===== src/rtl/lfrg_pkg.sv =====
// Shared constants, handshake structs and modulo helpers for the lagged Fibonacci generator.
package lfrg_pkg;

    // Table geometry
    localparam int LONG_LAG_DEF = 97;
    localparam int SHORT_LAG    = 33;
    localparam int WORD_W       = 24;
    localparam int SEED_W       = 32;
    localparam int LIMIT_W      = 32;
    localparam int SCALE_W      = 32;

    // Carry sequence
    localparam logic [WORD_W-1:0] CARRY_START = 24'd362436;
    localparam logic [WORD_W-1:0] CARRY_DEC   = 24'd7654321;
    localparam logic [WORD_W-1:0] CARRY_WRAP  = 24'(16777213 - 7654321);

    // Item kinds
    localparam logic MODE_RESEED = 1'b0;
    localparam logic MODE_DRAW   = 1'b1;

    // Seed split divisors
    localparam logic [14:0] DIV_IJ = 15'd31329;
    localparam logic [14:0] DIV_KL = 15'd30082;
    localparam logic [14:0] DIV_AB = 15'd177;
    localparam logic [14:0] DIV_CD = 15'd169;

    // Seed split reciprocals: floor(2^shift / divisor); the 32-bit seed needs the wider shift
    localparam int          SPLIT_SHIFT = 46;
    localparam int          SMALL_SHIFT = 32;
    localparam logic [31:0] RECIP_IJ    = 32'((64'd1 << SPLIT_SHIFT) / 64'(DIV_IJ));
    localparam logic [31:0] RECIP_KL    = 32'((64'd1 << SMALL_SHIFT) / 64'(DIV_KL));
    localparam logic [31:0] RECIP_AB    = 32'((64'd1 << SMALL_SHIFT) / 64'(DIV_AB));
    localparam logic [31:0] RECIP_CD    = 32'((64'd1 << SMALL_SHIFT) / 64'(DIV_CD));

    // Reciprocals for the small recurrences (floor(2^22 / m))
    localparam int          RECIP_SHIFT = 22;
    localparam logic [31:0] RECIP_179   = 32'd23431;
    localparam logic [31:0] RECIP_169   = 32'd24818;

    // Ring shift controls handed to every cell
    typedef struct packed {
        logic draw;   // take word from the higher neighbor
        logic fill;   // take word from the lower neighbor
    } t_shift;

    // Word stream from the seeder
    typedef struct packed {
        logic push;   // a finished table word is on the word bus
        logic done;   // this is the last word of the table
    } t_fill;

    // x mod 179 for x < 2^16: reciprocal estimate, then one correction
    function automatic logic [7:0] mod179(input logic [15:0] x);
        logic [31:0] prod;
        logic [8:0]  q;
        logic [16:0] r;
        prod = 32'(x) * RECIP_179;
        q    = prod[RECIP_SHIFT+8:RECIP_SHIFT];
        r    = 17'(x) - 17'(q) * 17'd179;
        if (r >= 17'd179) begin
            r = r - 17'd179;
        end
        return r[7:0];
    endfunction

    // x mod 169 for x < 2^16
    function automatic logic [7:0] mod169(input logic [15:0] x);
        logic [31:0] prod;
        logic [8:0]  q;
        logic [16:0] r;
        prod = 32'(x) * RECIP_169;
        q    = prod[RECIP_SHIFT+8:RECIP_SHIFT];
        r    = 17'(x) - 17'(q) * 17'd169;
        if (r >= 17'd169) begin
            r = r - 17'd169;
        end
        return r[7:0];
    endfunction

endpackage


===== src/rtl/lfrg_cell.sv =====
// One 24-bit word of the lag table ring, shifting toward either neighbor.
module lfrg_cell
    import lfrg_pkg::*;
(
    input  logic              i_clk,
    input  t_shift            i_ctl,
    input  logic [WORD_W-1:0] i_from_hi,
    input  logic [WORD_W-1:0] i_from_lo,
    output logic [WORD_W-1:0] o_word
);

    logic [WORD_W-1:0] r_word;

    // Draw rotates the ring down, fill pushes words up
    always_ff @(posedge i_clk) begin
        if (i_ctl.draw) begin
            r_word <= i_from_hi;
        end else if (i_ctl.fill) begin
            r_word <= i_from_lo;
        end
    end

    assign o_word = r_word;

endmodule


===== config.mk =====
export PLATFORM = sky130hd
export DESIGN_NAME = lfrg_cell
export DESIGN_NICKNAME = d
export VERILOG_FILES = /design/src/rtl/lfrg_pkg.sv /design/src/rtl/lfrg_cell.sv
export SDC_FILE = /design/constraint.sdc
export NUM_CORES = 1
export LEC_CHECK = 0
export ABC_AREA = 1
export BUFFER_PORTS_ARGS = -buffer_cell sky130_fd_sc_hd__buf_4
export CAP_MARGIN = 15
export CORE_AREA = 2 2 56 58
export DETAILED_ROUTE_END_ITERATION = 8
export DIE_AREA = 0 0 58 60
export HOLD_SLACK_MARGIN = 0.15
export PLACE_DENSITY = 0.74
export SYNTH_ARGS = -nofsm -noshare
export SYNTH_HDL_FRONTEND = slang
export SYNTH_SLANG_ARGS = --single-unit

===== constraint.sdc =====
create_clock -name i_clk -period 1.3 [get_ports i_clk]
set_input_delay 0.13 -clock i_clk [delete_from_list [all_inputs] [get_ports i_clk]]
set_output_delay 0.13 -clock i_clk [all_outputs]
set_load 0.03 [all_outputs]

==> impl_metrics.yaml, run 1 <==
power:
  power_frac_clock_pct: 16.9
  comb_power_share_pct: 33.4
  sw_frac_of_total_pct: 29.6
  intPower_mw: 1.38
  p_per_area_nw_per_um2: 917
  finalPower_mw: 1.96
  p_leak_nw: 1.05
  p_switching_uw: 580
  seqPwrFrac_pct: 49.7
  peakVddDrop_uv: 669
logic_synthesis:
  synth-warning-count: 0
  synth-seq-cells: 24
  synth_top_area_share_pct: 66.6
  synthAdderAreaFrac_pct: 0
  ys_types: 8
  synthTopCellsByArea: "edfxtp_1 (67%), nand2_1 (23%), nand2_2 (4.0%)"
  synth.area.mux_share_pct: 0
  yosysTopAreaCell: "edfxtp_1"
  synth_area_sq_um: 1080
  yosys.area_share.xor_xnor_pct: 0
  syn_avg_cell_area_sq_um: 10.5
  synth_top_family_by_area: "simple AND/OR/NAND/NOR gates"
  synth-compound-area-share_pct: 0
  syn_inst: 103
  synth-simple-area-share_pct: 27.2
  yosysSeqAreaShare_pct: 66.6
  syn_nets: 154
clock_tree:
  root_buffer: "clkbuf_4"
  post_cts_buffers: 0
  numCtsBuffers: 3
  hold_buffers: 48
  cts.sinks: 24
  clock_path_buffers: 2
  cts-resized-gates: 0
  htreeDepth: 1
  path_clk_slew_ps: 130
  cts_tree: "yes"
layout:
  finalNonFillerCells: 259
  syn2layout_area_growth_pct: 97.7
  largest_reg_flops: 24
  final_core_util_pct: 73.7
  layout-drive-gt1-share_pct: 38.7
  final_area_sq_um: 2140
  final_nets: 277
critical_path:
  path_cells: "buf_4"
  startpoint: "o_word[6]"
  critPathBufInv: 1
  crit_path_start_kind: "register"
  crit_family: "flip-flops"
  worstSetupPathDepth: 1
  criticalPathCategory: "register to output port"
  slowest_stage: "edfxtp_1"
  cp_slowest_stage_delay_ps: 440
  end_kind: "output port"
  crit_path_max_fanout: 1
  arrival_ps: 940
  required_ps: 1170
die:
  chipWidth_um: 58
  initial_core_util_pct: 37.3
  boundaryPins: 75
  die_h_um: 60
  fp-row-count: 20
  dieArea_sq_um: 3480
  core_sq_um: 2900
timing:
  slew_violations: 0
  fmax_mhz: 938
  final_hold_viol_count: 0
  max_slew_margin_pct: 63.5
  fin_crit_sh_pct: 82.0
  hold_slack_ps: 424
  tightest_slew_ps: 548
  grt_setup_unrepaired: "false"
  setup_slack_ps: 234
  setup_viol: 0
  tns_ps: 0
  period_minus_slack_ps: 1070
job:
  cap_violations: 0
routing:
  vias_per_cell: 4.68
  routed_wl_mm: 3.84
  drt_first_iter_violations: 53
  dr_wl_met3_um: 179
  wl_per_cell_um: 14.8
  antenna_left: 0
  drt-met1-wl_mm: 1.27
  route.detailed.drc: 0
  met2WireLength_mm: 2.22
  top_layer_used: "met4"
  vias: 1213
  firstDrtPassIters: 4
place:
  place_ws_ps: 195
  dp.cells: 206
  port_buffers: 74
  gp_congestion: 0.783
  post_dp_cell_area_sq_um: 1630
  dp_hpwl_mm: 1.98
global_routing:
  grt_pass1_vias: 1228
  antenna_found_initial: 1
  overflow: 0
  grt_max_degree: 26
  grt_pass1_wl_mm: 5.39
  grt.total_usage_pct: 21.4
worst_hold_path:
  holdPathEnd: "o_word[2]"
  hold_depth: 4
  hold_path_class: "input pin to register"
  hp-start: "i_ctl[1]"
run_status:
  status: "finished clean"
## power by group through the flow
| stage | Clock (mW) | Sequential, mW | Combinational, mW |
|---|---|---|---|
| after floorplan | 0 | 1.17 | 0.101 |
| after global placement | 0 | 0.990 | 0.519 |
| after detailed placement | 0 | 0.993 | 0.527 |
| after CTS | 0.334 | 0.975 | 0.643 |
| after global routing | 0.362 | 0.985 | 0.690 |
| final | 0.331 | 0.976 | 0.655 |
## Yosys cell counts
cell / number
nand2_1: 65
edfxtp_1: 24
nand2_2: 7
buf_6: 3
buf_4: 1
buf_8: 1
inv_8: 1
or2_2: 1
## metal layers
layer | up-vias | global-route usage (%)
met5 | - | 0
met4 | 0 | 15.0
met3 | 14 | 3.25
met2 | 54 | 40.9
met1 | 569 | 20.9
li1 | 576 | -
## final cells by class
cell class	count	area (sq um)
timing repair buffer	123	1040
fill	172	763
sequential	24	721
multi-input combinational	73	294
tap	33	41.3
clock buffer	3	22.5
inverter	1	11.3
clock inverter	1	3.75
antenna	1	2.50
## cells by family (layout without fill, tap and decap cells)
kind of cell	Yosys count	in the layout
other cells	0	1
flops	24	24
buf+inv	6	128
simple gates	73	73
## cells in the final DEF (no fill, tap or decap), drive strengths merged
cell type / count
inv: 1
or2: 1
nand2: 72
diode: 1
edfxtp: 24
clkinv: 1
dlygate4sd3: 48
buf: 75
clkbuf: 3
## worst max-delay path by stage
| stage | slack [ps] | endpoint |
|---|---|---|
| after global routing | 210 | o_word[6] |
| after floorplan | 270 | o_word[0] |
| after detailed placement | 200 | o_word[7] |
| after global placement | 220 | o_word[5] |
| final | 230 | o_word[6] |
| after CTS | 260 | o_word[14] |
Note: power is estimated with default switching activity, not from simulation.
==> run 2: changes to the inputs <==
Settings changed: CORE_AREA 2 2 56 58 to 2 2 58 60, DIE_AREA 0 0 58 60 to 0 0 60 62, PLACE_DENSITY 0.74 to 0.73.
Clock period 1.3 ns to 0.9 ns, I/O delays scaled along.
==> run 2 against run 1 <==
Global-route usage decreased by 2.9 points. Setup slack lost 340 ps. Sequential cell count stayed put. Via count fell by 4.4%. Non-clock buffer count rose by 2. Final cell count grew 5.4%. Count of clock-buffer cells in the layout did not move. Cell area increased by 6.9%. Clock power rose by 140%. Sequential power increased by 47%. Sequential share of layout area down 2.2 points. Core utilization down 1.8 points. Largest cell class unchanged. The flow now finishes with violations (setup timing).
==> impl_metrics.yaml, run 2 (synthesized netlist as in run 1, its figures left out) <==
critical_path:
  path_cells: "buf_6"
  critPathBufInv: 1
  cp_slowest_stage_delay_ps: 440
  required_ps: 810
  crit_path_max_fanout: 1
  arrival_ps: 910
  slowest_stage: "edfxtp_1"
  crit_family: "flip-flops"
  end_kind: "output port"
  criticalPathCategory: "register to output port"
  crit_path_start_kind: "register"
global_routing:
  top_usage_layer: "met2"
  antenna_found_initial: 0
  gr-usage-met3_pct: 1.24
  grt.total_usage_pct: 18.5
  grt_pass1_wl_mm: 4.97
  use_met2_pct: 35.9
  grt_use_met1_pct: 19.8
  overflow: 0
  grt_max_degree: 25
  grt_pass1_vias: 1140
routing:
  drt_first_iter_violations: 33
  antenna_left: 0
  vias_per_cell: 4.25
  wl_per_cell_um: 12.5
  route.detailed.drc: 0
  vias: 1160
  routed_wl_mm: 3.42
  firstDrtPassIters: 3
die:
  fp-row-count: 21
  boundaryPins: 75
  initial_core_util_pct: 34.0
  core_sq_um: 3180
  die_h_um: 62
  chipWidth_um: 60
  dieArea_sq_um: 3720
timing:
  period_minus_slack_ps: 1000
  max_slew_margin_pct: 78.1
  grt_setup_unrepaired: "true"
  setup_viol: 24
  setup_slack_ps: -101
  fmax_mhz: 999
  hold_slack_ps: 195
  tns_ps: -1410
  fin_crit_sh_pct: 111
  final_hold_viol_count: 0
  slew_violations: 0
  tightest_slew_ps: 328
power:
  power_frac_clock_pct: 24.1
  intPower_mw: 2.37
  finalPower_mw: 3.23
  p_per_area_nw_per_um2: 1410
  p_leak_nw: 1.10
  peakVddDrop_uv: 633
  sw_frac_of_total_pct: 26.6
  seqPwrFrac_pct: 44.3
  p_switching_uw: 859
  comb_power_share_pct: 31.5
layout:
  layout_common_cells: "nand2_1 (65), buf_4 (53), dlygate4sd3_1 (48)"
  largest_reg_flops: 24
  layout-drive-gt1-share_pct: 39.6
  final_area_sq_um: 2290
  layout_commonest_cell: "nand2_1"
  final_nets: 279
  syn2layout_area_growth_pct: 111
  n_antenna_cell: 0
place:
  place_ws_ps: 3.87
  gp_congestion: 0.730
  post_dp_cell_area_sq_um: 1660
  port_buffers: 74
  dp_hpwl_mm: 1.99
worst_hold_path:
  hold_depth: 4
  hold_path_class: "input pin to register"
  hp-start: "i_ctl[1]"
  holdPathEnd: "o_word[11]"
clock_tree:
  cts.sinks: 24
  clock_path_buffers: 2
  post_cts_buffers: 0
  htreeDepth: 1
  path_clk_slew_ps: 140
  cts_tree: "yes"
  root_buffer: "clkbuf_4"
  numCtsBuffers: 3
run_status:
  status: "complete, but fails checks"
  violations: "setup timing"
job:
  cap_violations: 0
run 2: power groups by stage:
stage / clock network [mW] / logic [mW] / registers (mW)
after floorplan: 0 / 0.147 / 1.69
after global placement: 0 / 0.757 / 1.43
after detailed placement: 0 / 0.765 / 1.43
after CTS: 0.779 / 1.01 / 1.43
after global routing: 0.813 / 1.08 / 1.44
final: 0.778 / 1.02 / 1.43
run 2: cell type report:
| type | instances | area (sq um) |
|---|---|---|
| Sequential cell | 24 | 721 |
| Clock inverter | 1 | 30.0 |
| Inverter | 1 | 11.3 |
| Tap cell | 46 | 57.6 |
| Timing Repair Buffer | 125 | 1150 |
| Clock buffer | 3 | 22.5 |
| Multi-Input combinational cell | 73 | 297 |
| Fill cell | 237 | 892 |
run 2: how the worst max path moves through the flow:
stage	slack [ps]	start	endpoint	cells past startpoint
after global routing	-120	o_word[11]	o_word[11]	1
after floorplan	60	i_ctl[1]	o_word[0]	2
final	-100	o_word[23]	o_word[23]	1
after detailed placement	4	i_ctl[1]	o_word[7]	5
after CTS	-100	o_word[23]	o_word[23]	1
after global placement	30	i_ctl[1]	o_word[1]	2
run 2: stage by stage:
step / util, % / std cells
final: 71.9 / 273
after global routing: 71.9 / 273
after CTS: 71.9 / 273
after detailed placement: 52.3 / 221
after global placement: 52.3 / 221
after floorplan: - / 103
run 2: repair_timing:
item | CTS | global route
hold buffers | 48 | 0
endpoints found under the hold margin | 24 | 0
resized for setup | 24 | 0
endpoints found under the setup margin | 24 | 24
run 2: layer usage:
metal | wire length, um | vias up
li1 | - | 579
met1 | 1230 | 529
met2 | 1960 | 42
met3 | 105 | 10
met4 | 126 | 0
met5 | 0 | -
