File: src/rtl/lfrg_pkg.sv
// Shared constants, handshake structs and modulo helpers for the lagged Fibonacci generator.
package lfrg_pkg;

    // Table geometry
    localparam int LONG_LAG_DEF = 97;
    localparam int SHORT_LAG    = 33;
    localparam int WORD_W       = 24;
    localparam int SEED_W       = 32;
    localparam int LIMIT_W      = 32;
    localparam int SCALE_W      = 32;

    // Carry sequence
    localparam logic [WORD_W-1:0] CARRY_START = 24'd362436;
    localparam logic [WORD_W-1:0] CARRY_DEC   = 24'd7654321;
    localparam logic [WORD_W-1:0] CARRY_WRAP  = 24'(16777213 - 7654321);

    // Item kinds
    localparam logic MODE_RESEED = 1'b0;
    localparam logic MODE_DRAW   = 1'b1;

    // Seed split divisors
    localparam logic [14:0] DIV_IJ = 15'd31329;
    localparam logic [14:0] DIV_KL = 15'd30082;
    localparam logic [14:0] DIV_AB = 15'd177;
    localparam logic [14:0] DIV_CD = 15'd169;

    // Seed split reciprocals: floor(2^shift / divisor); the 32-bit seed needs the wider shift
    localparam int          SPLIT_SHIFT = 46;
    localparam int          SMALL_SHIFT = 32;
    localparam logic [31:0] RECIP_IJ    = 32'((64'd1 << SPLIT_SHIFT) / 64'(DIV_IJ));
    localparam logic [31:0] RECIP_KL    = 32'((64'd1 << SMALL_SHIFT) / 64'(DIV_KL));
    localparam logic [31:0] RECIP_AB    = 32'((64'd1 << SMALL_SHIFT) / 64'(DIV_AB));
    localparam logic [31:0] RECIP_CD    = 32'((64'd1 << SMALL_SHIFT) / 64'(DIV_CD));

    // Reciprocals for the small recurrences (floor(2^22 / m))
    localparam int          RECIP_SHIFT = 22;
    localparam logic [31:0] RECIP_179   = 32'd23431;
    localparam logic [31:0] RECIP_169   = 32'd24818;

    // Ring shift controls handed to every cell
    typedef struct packed {
        logic draw;   // take word from the higher neighbor
        logic fill;   // take word from the lower neighbor
    } t_shift;

    // Word stream from the seeder
    typedef struct packed {
        logic push;   // a finished table word is on the word bus
        logic done;   // this is the last word of the table
    } t_fill;

    // x mod 179 for x < 2^16: reciprocal estimate, then one correction
    function automatic logic [7:0] mod179(input logic [15:0] x);
        logic [31:0] prod;
        logic [8:0]  q;
        logic [16:0] r;
        prod = 32'(x) * RECIP_179;
        q    = prod[RECIP_SHIFT+8:RECIP_SHIFT];
        r    = 17'(x) - 17'(q) * 17'd179;
        if (r >= 17'd179) begin
            r = r - 17'd179;
        end
        return r[7:0];
    endfunction

    // x mod 169 for x < 2^16
    function automatic logic [7:0] mod169(input logic [15:0] x);
        logic [31:0] prod;
        logic [8:0]  q;
        logic [16:0] r;
        prod = 32'(x) * RECIP_169;
        q    = prod[RECIP_SHIFT+8:RECIP_SHIFT];
        r    = 17'(x) - 17'(q) * 17'd169;
        if (r >= 17'd169) begin
            r = r - 17'd169;
        end
        return r[7:0];
    endfunction

endpackage

File: src/rtl/lfrg_seed.sv
// Seed splitter (reciprocal divider) and bitwise table word generator.
module lfrg_seed
    import lfrg_pkg::*;
#(
    parameter int LONG_LAG = LONG_LAG_DEF
) (
    input  logic              i_clk,
    input  logic              i_rst_n,
    input  logic              i_start,
    input  logic [SEED_W-1:0] i_seed,
    output t_fill             o_fill,
    output logic [WORD_W-1:0] o_word
);

    localparam int WCNT_W = $clog2(LONG_LAG);

    typedef enum logic [1:0] {SD_IDLE, SD_DIV, SD_BIT} t_state;
    typedef enum logic [1:0] {OP_SEED, OP_KL, OP_IJ, OP_CD} t_op;
    typedef enum logic [1:0] {DV_MUL, DV_EST, DV_FIX} t_dphase;
    typedef enum logic [2:0] {PH_MUL1, PH_MOD1, PH_MUL2, PH_MOD2, PH_BIT} t_phase;

    t_state            r_state;
    t_op               r_op;
    t_dphase           r_dphase;
    t_phase            r_phase;
    logic [SEED_W-1:0] r_dvd;
    logic [63:0]       r_dprod;
    logic [17:0]       r_q;
    logic [15:0]       r_rem;
    logic [14:0]       r_ij;
    logic [14:0]       r_kl;
    logic [7:0]        r_a;
    logic [7:0]        r_b;
    logic [7:0]        r_c;
    logic [7:0]        r_d;
    logic [7:0]        r_m;
    logic [15:0]       r_prod;
    logic [4:0]        r_bcnt;
    logic [WCNT_W-1:0] r_wcnt;
    logic [WORD_W-1:0] r_word;

    logic [14:0]       n_divisor;
    logic [31:0]       n_recip;
    logic [17:0]       n_qest;
    logic [32:0]       n_qd;
    logic [SEED_W-1:0] n_rdiff;
    logic              n_ge;
    logic [15:0]       n_diffr;
    logic [14:0]       n_rem;
    logic [17:0]       n_quo;
    logic [11:0]       n_bprod;
    logic              n_bit;

    // Reciprocal division: quotient estimate is exact or one low, then one correction
    always_comb begin
        case (r_op)
            OP_SEED: begin
                n_divisor = DIV_IJ;
                n_recip   = RECIP_IJ;
            end
            OP_KL: begin
                n_divisor = DIV_KL;
                n_recip   = RECIP_KL;
            end
            OP_IJ: begin
                n_divisor = DIV_AB;
                n_recip   = RECIP_AB;
            end
            OP_CD: begin
                n_divisor = DIV_CD;
                n_recip   = RECIP_CD;
            end
            default: begin
                n_divisor = DIV_IJ;
                n_recip   = RECIP_IJ;
            end
        endcase
        n_qest  = (r_op == OP_SEED) ? r_dprod[SPLIT_SHIFT+17:SPLIT_SHIFT]
                                    : r_dprod[SMALL_SHIFT+17:SMALL_SHIFT];
        n_qd    = 33'(n_qest) * 33'(n_divisor);
        n_rdiff = r_dvd - n_qd[SEED_W-1:0];
        n_ge    = (r_rem >= {1'b0, n_divisor});
        n_diffr = r_rem - {1'b0, n_divisor};
        n_rem   = n_ge ? n_diffr[14:0] : r_rem[14:0];
        n_quo   = n_ge ? r_q + 18'd1 : r_q;
    end

    // Output bit from the updated mod-169 and mod-179 terms; only bit 5 of d*m matters
    assign n_bprod = {6'd0, r_d[5:0]} * {6'd0, r_c[5:0]};
    assign n_bit   = n_bprod[5];

    assign o_word      = {r_word[WORD_W-2:0], n_bit};
    assign o_fill.push = (r_state == SD_BIT) && (r_phase == PH_BIT) &&
                         (r_bcnt == 5'(WORD_W - 1));
    assign o_fill.done = o_fill.push && (r_wcnt == WCNT_W'(LONG_LAG - 1));

    // Sequencer: four divisions (multiply, estimate, fix), then five phases per table bit
    always_ff @(posedge i_clk) begin
        if (!i_rst_n) begin
            r_state  <= SD_IDLE;
            r_op     <= OP_SEED;
            r_dphase <= DV_MUL;
            r_phase  <= PH_MUL1;
            r_bcnt   <= '0;
            r_wcnt   <= '0;
        end else begin
            case (r_state)
                SD_IDLE: begin
                    if (i_start) begin
                        r_dvd    <= i_seed;
                        r_dphase <= DV_MUL;
                        r_op     <= OP_SEED;
                        r_state  <= SD_DIV;
                    end
                end
                SD_DIV: begin
                    case (r_dphase)
                        DV_MUL: begin
                            r_dprod  <= 64'(r_dvd) * 64'(n_recip);
                            r_dphase <= DV_EST;
                        end
                        DV_EST: begin
                            r_q      <= n_qest;
                            r_rem    <= n_rdiff[15:0];
                            r_dphase <= DV_FIX;
                        end
                        default: begin
                            r_dphase <= DV_MUL;
                            case (r_op)
                                OP_SEED: begin
                                    r_ij  <= n_rem;
                                    r_dvd <= SEED_W'(n_quo);
                                    r_op  <= OP_KL;
                                end
                                OP_KL: begin
                                    r_kl  <= n_rem;
                                    r_dvd <= SEED_W'(r_ij);
                                    r_op  <= OP_IJ;
                                end
                                OP_IJ: begin
                                    r_a   <= n_quo[7:0] + 8'd2;
                                    r_b   <= n_rem[7:0] + 8'd2;
                                    r_dvd <= SEED_W'(r_kl);
                                    r_op  <= OP_CD;
                                end
                                default: begin
                                    r_c     <= n_quo[7:0] + 8'd1;
                                    r_d     <= n_rem[7:0];
                                    r_phase <= PH_MUL1;
                                    r_bcnt  <= '0;
                                    r_wcnt  <= '0;
                                    r_state <= SD_BIT;
                                end
                            endcase
                        end
                    endcase
                end
                SD_BIT: begin
                    case (r_phase)
                        PH_MUL1: begin
                            r_prod  <= 16'(r_a) * 16'(r_b);
                            r_phase <= PH_MOD1;
                        end
                        PH_MOD1: begin
                            r_m     <= mod179(r_prod);
                            r_d     <= mod169(16'(r_d) * 16'd53 + 16'd1);
                            r_phase <= PH_MUL2;
                        end
                        PH_MUL2: begin
                            r_prod  <= 16'(r_m) * 16'(r_c);
                            r_phase <= PH_MOD2;
                        end
                        PH_MOD2: begin
                            r_a     <= r_b;
                            r_b     <= r_c;
                            r_c     <= mod179(r_prod);
                            r_phase <= PH_BIT;
                        end
                        default: begin
                            r_word  <= o_word;
                            r_phase <= PH_MUL1;
                            if (o_fill.push) begin
                                r_bcnt <= '0;
                                r_wcnt <= r_wcnt + WCNT_W'(1);
                                if (o_fill.done) begin
                                    r_state <= SD_IDLE;
                                end
                            end else begin
                                r_bcnt <= r_bcnt + 5'd1;
                            end
                        end
                    endcase
                end
                default: r_state <= SD_IDLE;
            endcase
        end
    end

endmodule

File: config.mk
export PLATFORM = sky130hd
export DESIGN_NAME = lfrg_seed
export DESIGN_NICKNAME = d
export VERILOG_FILES = /design/src/rtl/lfrg_pkg.sv /design/src/rtl/lfrg_seed.sv
export SDC_FILE = /design/constraint.sdc
export NUM_CORES = 2
export LEC_CHECK = 0
export BUFFER_PORTS_ARGS = -buffer_cell sky130_fd_sc_hd__buf_2
export CORE_ASPECT_RATIO = 1.4
export CORE_MARGIN = 5
export CORE_UTILIZATION = 35
export DETAILED_ROUTE_END_ITERATION = 8
export PLACE_DENSITY = 0.6
export SLEW_MARGIN = 40
export SYNTH_ARGS = -nofsm -noshare
export SYNTH_HDL_FRONTEND = slang
export SYNTH_SLANG_ARGS = --single-unit
File: constraint.sdc
create_clock -name i_clk -period 26.4 [get_ports i_clk]
set_clock_uncertainty 0.05 [all_clocks]
set_input_delay 3.96 -clock i_clk [delete_from_list [all_inputs] [get_ports i_clk]]
set_output_delay 3.96 -clock i_clk [all_outputs]
set_load 0.1 [all_outputs]
==> flow_summary.ini <==
[status]
run_status = finished clean

[critical_path]
slowest_stage = edfxtp_1
ff2ff_path_depth = 49
criticalPathCategory = flop to flop
cp-end-kind = flop
worst_path_most_repeated_cell = ha_1
crit_required_ps = 26680
worstSetupStartpointType = flop
critical_path.max_fanout = 11
reg2reg_from = r_d[0]
slowest_delay_ps = 570
arrival_ps = 14300
regToRegSetupSlack_ps = 12370
r2r_end = r_d[3]
crit_start = r_d[0]

[place]
place.gp.congestion = 0.953
dpl.hpwl_mm = 133
portBuffers = 60

[floorplanning]
initial_core_util_pct = 35.1
ioPinCount = 61
core.rowCount = 173
fp.dieH_um = 481
die_x_um = 347
dieArea_mm2 = 0.167
coreArea_mm2 = 0.158

[logic_synthesis]
yosysUniqueCellTypes = 95
synthesis.nets = 7717
avgSynthCellArea_um2 = 9.61
ys.warnings.count = 0
syn_inst = 5781
ys_ff_latch = 228
synth-edff-count = 207
synthArstFlopShare_pct = 0
synthTopCellsByArea = fa_1, ha_1, edfxtp_1, inv_1, nand2_1
synth_most_common_cell = inv_1
synth_area_leader_cell = fa_1
synth_ff_type = edfxtp_1
netlist_area_mm2 = 0.0556
synth_top_area_share_pct = 35.4
ys_top_cells_by_count = inv_1, fa_1, ha_1
ys_seq_area_share_pct = 11.9

[grt]
grt_overflow = 0
antenna_found_initial = 3
grt_pass1_vias = 42400
grt.total_usage_pct = 18.3
grt_pass1_wl_mm = 238
grt_max_degree = 50

[sta]
setup_tns_ps = 0
fin_crit_sh_pct = 53.1
tightest_slew_ps = 852
drv_slew = 0
max_freq_ghz = 0.0713
setup_viol = 0
finalHoldViolations = 0
rsz0062_at_grt = no
post-route-min-period_ps = 14030
maxSlewHeadroom_pct = 42.8

[routing]
drtIter0Drc = 2136
routedWlPerCell_um = 19.3
routed-via-count = 38900
drc = 0
drtPass1Iterations = 6
postRouteAntennaNets = 0
vias_per_cell = 4.92
routed_wirelength_mm = 153

[clock_tree]
cts_buffer_depth = 3
tritoncts = built
clk_latency_ps = 620
cts_hold_buf = 0
cts_resized = 0
clock_tree.root_cell = clkbuf_16
cts_setup_buffers = 0
path_clk_slew_ps = 60
cts_sinks = 228
h-tree-depth = 1
cts_made_buffers = 29

[flow_run]
maxCapViolCount = 0

[hold_path]
hp-class = flop to flop
min_to = r_word[7]
hold_depth = 0
hp-start = r_word[6]

[finish]
syn2layout_area_growth_pct = 6.92
fin_util_pct = 37.5
nets = 7731
antenna_cells = 0
drive_gt1_share_pct = 3.82
==> layer usage <==
metal	vias up	global-route usage, %	routed length [um]
li1	18000	-	-
met1	19500	20.0	55700
met2	1009	34.7	80400
met3	414	1.52	5640
met4	0	10.5	11300
met5	-	0	0
==> metrics by stage <==
step / setup slack [ps] / instances / cell area [um^2] / hold slack, ps
after detailed placement: 12340 / 7863 / 58400 / 380
final: 12370 / 7918 / 59400 / 399
after CTS: 12290 / 7917 / 59400 / 403
after global routing: 11580 / 7918 / 59400 / 409
after floorplan: 14090 / 5781 / 55600 / 399
after global placement: 12450 / 7863 / 58400 / 382
==> state kept, by name, summed over array words and instances, names as in the netlist <==
name	flops
r_kl	15
r_rem	16
r_m	8
r_dprod	32
r_prod	16
r_dphase	2
r_state	2
r_op	2
r_bcnt	5
r_a	8
r_ij	15
r_dvd	32
r_phase	3
r_word	23
r_wcnt	7
r_d	8
r_b	8
r_c	8
r_q	18
==> layout make-up <==
type / instances / area [um^2]
fill: 15900 / 98800
clock inverter: 22 / 245
tap: 2100 / 2630
clock buffer: 32 / 737
timing repair buffer: 95 / 583
sequential: 228 / 6640
multi-input combinational: 3893 / 42800
inverter: 1548 / 5810
==> placed cells by master, fill, tap and decap left out, drive strengths merged, types with 23 or more instances in the layout <==
cell type  synthesis  layout
a21o              54      54
a21oi            180     180
a31oi             23      23
and2             103     103
buf               24      95
clkbuf            88      32
edfxtp           207     207
fa               983     983
ha               918     918
inv             1538    1544
mux2i             23      23
nand2            398     398
nand2b            79      79
nand3             37      37
nand4             30      30
nor2             367     367
nor2b             31      31
nor3              40      40
o21ai            112     112
xnor2            155     155
xor2              86      86
==> critical path, delay by kind of cell (launching register included) <==
kind,cells,cell delay [ps]
AOI/OAI and AO/OA,16,4300
xor gates and xnor gates,4,860
adders and majority gates,16,6190
buffers and inverters,8,810
DFF,1,570
muxes,1,270
and+or+nand+nor,4,710
==> worst max-delay path by stage <==
stage | endpoint | slack, ps
final | r_d[3] | 12370
after global routing | r_d[3] | 11580
after CTS | r_d[3] | 12290
after detailed placement | r_d[3] | 12340
after global placement | r_d[3] | 12450
after floorplan | r_d[3] | 14090
==> cell families (layout without fill, tap and decap cells) <==
family	count (synthesis)	count (layout)	share of synthesized area, %
buffers and inverters	1660	1697	11.3
adder cells (fa/ha/maj)	1901	1901	56.1
AO/OA/AOI/OAI	549	549	6.40
AND/OR/NAND/NOR	1162	1162	9.69
other	1	1	0.00675
flip-flops	228	228	11.9
XOR/XNOR	242	242	3.88
multiplexers	38	38	0.732
Power is not shown: default switching activity piles up to over one toggle a cycle in this logic, so the estimate is an artifact.
